$ cat config.mk
export PLATFORM = sky130hd
export DESIGN_NAME = twas_axis
export DESIGN_NICKNAME = d
export VERILOG_FILES = /design/src/sv/twas_pkg.sv /design/src/sv/twas_axis.sv
export SDC_FILE = /design/constraint.sdc
export NUM_CORES = 1
export LEC_CHECK = 0
export BUFFER_PORTS_ARGS = -buffer_cell sky130_fd_sc_hd__buf_4
export CELL_PAD_IN_SITES_DETAIL_PLACEMENT = 0
export CELL_PAD_IN_SITES_GLOBAL_PLACEMENT = 1
export CORE_MARGIN = 4
export CORE_UTILIZATION = 45
export DETAILED_ROUTE_END_ITERATION = 8
export PLACE_DENSITY = 0.83
export SKIP_CTS_REPAIR_TIMING = 1
export SLEW_MARGIN = 20
export SYNTH_ARGS = -nofsm -noshare
export SYNTH_HDL_FRONTEND = slang
export SYNTH_SLANG_ARGS = --single-unit
export TNS_END_PERCENT = 50
$ cat constraint.sdc
create_clock -name clk -period 13.9 [get_ports clk]
set_clock_uncertainty 0.2 [all_clocks]
set_input_delay 1.39 -clock clk [delete_from_list [all_inputs] [get_ports clk]]
set_output_delay 1.39 -clock clk [all_outputs]
set_load 0.01 [all_outputs]
$ cat src/sv/twas_pkg.sv
`timescale 1ns / 1ps
`default_nettype none

package twas_pkg;

    // store and coordinate geometry
    localparam int TEXEL_DEPTH = 65536;
    localparam int ADDR_W      = $clog2(TEXEL_DEPTH);
    localparam int MAX_DIM     = 1024;
    localparam int FRAC_BITS   = 16;
    localparam int COORD_W     = 32;
    localparam int SIZE_W      = 11;
    localparam int IDX_W       = 10;
    localparam int TEXEL_W     = 64;
    localparam int OPND_W      = COORD_W - 1;
    localparam int PROD_W      = OPND_W + SIZE_W - FRAC_BITS;
    localparam int OFFSET_W    = IDX_W + SIZE_W;

    // configuration port
    localparam int CFG_IDX_W  = 2;
    localparam int CFG_DATA_W = SIZE_W;
    localparam logic [CFG_IDX_W-1:0] REG_TEX_WIDTH  = 2'd0;
    localparam logic [CFG_IDX_W-1:0] REG_TEX_HEIGHT = 2'd1;
    localparam logic [CFG_IDX_W-1:0] REG_WRAP_MODE  = 2'd2;

    // wrap modes, code three behaves as clamp
    localparam logic [1:0] WRAP_REPEAT = 2'd0;
    localparam logic [1:0] WRAP_MIRROR = 2'd1;
    localparam logic [1:0] WRAP_CLAMP  = 2'd2;

    typedef enum logic [1:0] {
        FUNC_WRITE  = 2'd0,
        FUNC_SAMPLE = 2'd1,
        FUNC_FETCH  = 2'd2,
        FUNC_NONE   = 2'd3
    } func_t;

    typedef struct packed {
        logic s1;
        logic s2;
        logic s3;
    } stage_en_t;

    // size register saturated into one to max_dim
    function automatic logic [SIZE_W-1:0] eff_size(input logic [SIZE_W-1:0] s);
        logic [SIZE_W-1:0] r;
        r = s;
        if (s == '0)
        begin
            r = SIZE_W'(1);
        end
        else if (s > SIZE_W'(MAX_DIM))
        begin
            r = SIZE_W'(MAX_DIM);
        end
        return r;
    endfunction

endpackage

`default_nettype wire

$ cat src/sv/twas_axis.sv
`timescale 1ns / 1ps
`default_nettype none

module twas_axis
    import twas_pkg::*;
(
    input  wire logic                clk,
    input  wire stage_en_t           en,
    input  wire logic [COORD_W-1:0]  coord,
    input  wire logic [SIZE_W-1:0]   size,
    input  wire logic [1:0]          mode,
    input  wire logic                use_pixel,
    input  wire logic [IDX_W-1:0]    pixel,
    output logic [IDX_W-1:0]         index
);

    localparam logic [OPND_W-1:0] ONE = OPND_W'(1) << FRAC_BITS;

    logic [OPND_W-1:0]        frac_ext;
    logic                     odd;
    logic [OPND_W-1:0]        opnd_next;
    logic [OPND_W-1:0]        opnd_reg;
    logic [OPND_W+SIZE_W-1:0] full;
    logic [PROD_W-1:0]        prod_next;
    logic [PROD_W-1:0]        prod_reg;
    logic [SIZE_W-1:0]        lim;
    logic [IDX_W-1:0]         index_next;
    logic [IDX_W-1:0]         index_reg;

    // stage one: pick the multiplier operand per wrap mode
    always_comb
    begin
        frac_ext = {{(OPND_W-FRAC_BITS){1'b0}}, coord[FRAC_BITS-1:0]};
        odd      = coord[FRAC_BITS];
        unique case (mode)
            WRAP_REPEAT: opnd_next = frac_ext;
            WRAP_MIRROR: opnd_next = odd ? (ONE - frac_ext) : frac_ext;
            default:     opnd_next = coord[COORD_W-1] ? '0 : coord[OPND_W-1:0];
        endcase
    end

    // stage two: scale by size
    always_comb
    begin
        full      = {{SIZE_W{1'b0}}, opnd_reg} * {{OPND_W{1'b0}}, size};
        prod_next = full[OPND_W+SIZE_W-1:FRAC_BITS];
    end

    // stage three: clamp to size-1, or take the pixel for direct access
    always_comb
    begin
        lim = size - SIZE_W'(1);
        if (use_pixel)
        begin
            index_next = pixel;
        end
        else if (prod_reg > PROD_W'(lim))
        begin
            index_next = lim[IDX_W-1:0];
        end
        else
        begin
            index_next = prod_reg[IDX_W-1:0];
        end
    end

    always_ff @(posedge clk)
    begin
        if (en.s1)
        begin
            opnd_reg <= opnd_next;
        end
        if (en.s2)
        begin
            prod_reg <= prod_next;
        end
        if (en.s3)
        begin
            index_reg <= index_next;
        end
    end

    assign index = index_reg;

endmodule

`default_nettype wire

==> results of run 1 <==
cells by family after synthesis:
kind of cell             count (synthesis)  synth area share
adder cells (fa/ha/maj)                349             0.472
AND/OR/NAND/NOR                        473             0.172
XOR/XNOR                                35            0.0229
multiplexers                            20            0.0159
flip-flops                              67             0.150
buffers and inverters                  367             0.104
AO/OA/AOI/OAI                          123            0.0623
cell type report:
cell class,count,area [um2]
Multi-Input combinational cell,1000,9970
Timing Repair Buffer,70,526
Clock buffer,9,225
Inverter,287,1080
Tap cell,384,480
Clock inverter,7,67.6
Sequential cell,67,2010
Fill cell,2760,14700
final timing paths:
path	startpoint	to	cells past startpoint
hold reg to reg	prod_reg[3]	index[3]	3
setup / recovery	size[7]	prod_reg[23]	20
hold / removal	prod_reg[3]	index[3]	3
setup reg to reg	opnd_reg[12]	prod_reg[23]	19
through the flow:
step / utilization / hold WS [ns] / setup WS (ns) / cell area [um2]
CTS: 0.495 / 0.576 / 6.76 / 14400
finish: 0.495 / 0.565 / 6.76 / 14400
floorplan: - / 0.454 / 6.90 / 13400
global route: 0.495 / 0.606 / 6.50 / 14400
global placement: 0.485 / 0.550 / 6.52 / 14100
detailed placement: 0.485 / 0.561 / 6.37 / 14100
worst register-to-register path: cells and delay by family, from the launching register on:
kind                       cells  cell delay (ns)
DFF                            1             0.73
adders and majority gates      6             2.96
xor gates and xnor gates       1             0.16
and+or+nand+nor                2             0.23
buffers and inverters          3             0.16
AOI/OAI and AO/OA              7             1.81
routing by layer:
metal,wire (um),part of all wire
met2,14800,0.48
met5,0,0
met1,13400,0.43
met4,779,0.025
met3,1890,0.061
placed cells by master (no fill, tap or decap), types with 10 or more instances in the layout:
master / count
mux2_2: 10
nor2_1: 23
mux2i_1: 10
fa_1: 259
a21oi_1: 37
buf_4: 70
nand2_1: 232
inv_1: 287
edfxtp_1: 67
nand3_1: 15
and2_1: 155
xor2_1: 18
a21o_1: 21
o21ai_0: 22
ha_1: 90
xnor2_1: 17
nor3_1: 12
==> metrics.csv, run 1 <==
metric,value,unit
drc,0,
rsz0062_at_grt,false,
grt_pass1_vias,10154,
cts.sinks,67,
diodes,0,
path_class,in2reg,
worst_pin_slew,0.698,ns
dr.pass1.iters,7,
worstPathMaxFanout,34,
drv_slew,0,
syn_to_final_growth,7.37,%
use_met3,0.0321,
synth_largest_area_cell,fa_1,
async_flop_share,0,
portBuffers,69,
clock.fmax,140,MHz
io_pins,70,
synthFlopType,edfxtp_1,
die_area,32500,um2
drt_iter0_drc,537,
critPathSlowestCell,fa_1,
final_layout_size_suffix_gt1_frac,0.0736,
use_met1,0.269,
vias_per_cell,5.22,
hold_class,reg2reg,
die_w,180,um
grt.total_usage,0.199,
largest_reg_flops,31,
die_y,180,um
syn_inst,1434,
cts_made_buffers,9,
syn-num-nets,1843,
synth_warnings,0,
cp_slowest_stage_delay,0.55,ns
htree_levels,3,
busiest_layer,met2,
drt_wl_total,30900,um
synth_cell_type_count,54,
gr-usage-met2,0.334,
ant_nets,0,
crit_required,13.80,ns
fin_cells,1824,
drt-wirelength-per-cell,16.9,um
path_cells,"buf_4, nand2_1, fa_1, inv_1, fa_1, fa_1, fa_1, inv_1, fa_1, inv_1, ha_1, a21oi_1, nor2_1, a211oi_1, o22ai_1, a31oi_4, a31oi_4, a311oi_4, o221ai_2, xor2_1",
clkTransAtPathRegs,0.06,ns
cp.arrival,7.04,ns
grt_start_max_net_pins,36,
cts-root-buf,clkbuf_16,
synth_top_area_share,0.388,
period_needed,7.14,ns
ys_ff_latch,67,
dp_hpwl,24600,um
cp-end-kind,flop,
cap_violations,0,
fin_nets,1844,
slew_headroom,0.531,
hold_viol,0,
status,"finished, final reports clean",
r2r_slack,7.40,ns
yosysSeqAreaShare,0.150,
synth_edf_count,67,
path_buf_inv,4,
initial_core_util,0.461,
grt_first_pass_wirelength,52300,um
place.gp.congestion,0.874,
yosys-top-cells-area,"fa_1 (39%), edfxtp_1 (15%), ha_1 (8.4%)",
clockBufferDepth,2,
synth.most_common_cell,inv_1,
yosys-top-cells-count,"inv_1 (287), fa_1 (259), nand2_1 (232)",
dp_cells,1808,
period_share,0.514,
vias,9520,
setup_viol,0,
fin_tns_setup,0,ns
crit_path_start_kind,input pin,
avgSynthCellArea,9.32,um2
critPathTopFamily,adder cells,
clk_latency,0.36,ns
core_area,29000,um2
rows,62,
synth_area,13400,um2
grt-ovfl-total,0,
worst_path_most_repeated_cell,fa_1,
antenna_found_initial,0,
cts_tree,built,
Power of run 1 is not shown: default switching activity piles up to over one toggle a cycle in this logic, so the estimate is an artifact.
==> inputs of run 2 (changes only) <==
- clock period: 13.9 -> 7.5 ns (I/O delays scaled with it)
==> run 2 against run 1 <==
Non-clock buffer count unchanged. Worst setup slack worse by 5.7 ns. Flip-flop and latch count unchanged. Final cell count unchanged. Clock-buffer cell count unchanged.
==> metrics.csv, run 2 (same netlist as run 1, synthesis figures left out) <==
metric,value,unit,change
drt-wirelength-per-cell,17.1,um,+0.87%
grt_start_max_net_pins,36,,unchanged
crit_required,7.40,ns,-6.40 ns
cp.arrival,6.39,ns,-0.65 ns
worstPathMaxFanout,11,,-68%
drv_slew,0,,unchanged
period_share,0.865,,
grt_pass1_vias,10228,,+0.73%
path_cells,"nand2_1, fa_1, inv_1, fa_1, fa_1, fa_1, inv_1, fa_1, inv_1, ha_1, a21oi_1, nor2_1, a211oi_1, o22ai_1, a31oi_4, a31oi_4, a311oi_4, o221ai_2, xor2_1",,
ant_nets,0,,unchanged
top_layer_used,met4,,
dr.pass1.iters,6,,-1
layout_common_cells,"inv_1 (287), fa_1 (259), nand2_1 (232)",,
io_pins,70,,unchanged
cts_tree,built,,
core_area,29000,um2,unchanged
place.gp.congestion,0.874,,unchanged
hold_viol,0,,unchanged
clk_latency,0.36,ns,about the same
die_w,180,um,unchanged
worst-path-stages,19,,-5.0%
largest_reg_flops,31,,unchanged
grt-ovfl-total,0,,unchanged
die_y,180,um,unchanged
cp_slowest_stage_delay,0.75,ns,+0.20 ns
syn_to_final_growth,7.37,%,unchanged
critPathSlowestCell,edfxtp_1,,
drc,0,,unchanged
grt_first_pass_wirelength,52200,um,-0.12%
worst_pin_slew,0.713,ns,+0.0154 ns
met3_length,1860,um,-1.5%
worst_path_most_repeated_cell,fa_1,,
cts.sinks,67,,unchanged
rsz0062_at_grt,false,,
drt_iter0_drc,481,,-10%
period_needed,6.49,ns,
path_buf_inv,3,,-1
initial_core_util,0.461,,unchanged
setup_viol,0,,unchanged
hold_class,in2reg,,
reg2reg_depth,19,,unchanged
wl_met1,13500,um,+0.56%
cts_made_buffers,9,,unchanged
grt.total_usage,0.199,,+0.000225
vias_per_cell,5.23,,+0.25%
fin_nets,1844,,unchanged
final_layout_size_suffix_gt1_frac,0.0736,,unchanged
drt_wl_total,31200,um,+0.87%
dp_hpwl,24700,um,+0.37%
diodes,0,,unchanged
clkTransAtPathRegs,0.07,ns,about the same
cts-root-buf,clkbuf_16,,
htree_levels,3,,unchanged
rows,62,,unchanged
nFillCells,2755,,-0.18%
wl_met2,15100,um,+1.8%
crit_path_start_kind,flop,,
fin_tns_setup,0,ns,unchanged
portBuffers,69,,unchanged
die_area,32500,um2,unchanged
slew_headroom,0.520,,-0.0104
clock.fmax,154,MHz,
path_class,reg2reg,,
min_path_cells,2,,-1
status,"finished, final reports clean",,
antenna_found_initial,0,,unchanged
vias,9544,,+0.25%
layout_commonest_cell,inv_1,,
critPathTopFamily,adder cells,,
cp-end-kind,flop,,
clockBufferDepth,2,,unchanged
cap_violations,0,,unchanged
==> run 2: cell counts in the layout (fill, tap and decap cells not counted) <==
Identical to the previous run, type by type.
==> run 2: metrics by stage <==
stage / hold WS [ns] / instance area (um2) / worst slack (ns) / util / std cells
final: 0.463 / 14400 / 1.01 / 0.495 / 1824
after detailed placement: 0.548 / 14100 / 0.619 / 0.485 / 1808
after global placement: 0.550 / 14100 / 0.761 / 0.485 / 1808
after global routing: 0.465 / 14400 / 0.737 / 0.495 / 1824
after CTS: 0.453 / 14400 / 0.989 / 0.495 / 1824
after floorplan: 0.454 / 13400 / 1.14 / - / 1434
==> run 2: final timing paths <==
path	slack, ns	endpoint	from
min	0.46	opnd_reg[23]	coord[23]
max reg2reg	1.01	prod_reg[23]	opnd_reg[12]
min reg2reg	0.55	index[2]	prod_reg[2]
max	1.01	prod_reg[23]	opnd_reg[12]
==> run 2: final cells by class <==
type	count	area, um2	share of cell area
Clock buffer	9	225	0.0157
Clock inverter	7	67.6	0.00471
Inverter	287	1080	0.0750
Multi-Input combinational cell	1000	9970	0.694
Sequential cell	67	2010	0.140
Tap cell	384	480	0.0335
Timing Repair Buffer	70	526	0.0366
==> run 2: per-layer routing <==
layer	GRT usage	vias to the layer above
li1	-	4378
met2	0.341	300
met5	0	-
met4	0.0538	0
met3	0.0287	51
met1	0.266	4815
Power of run 2 is left out for the same reason.
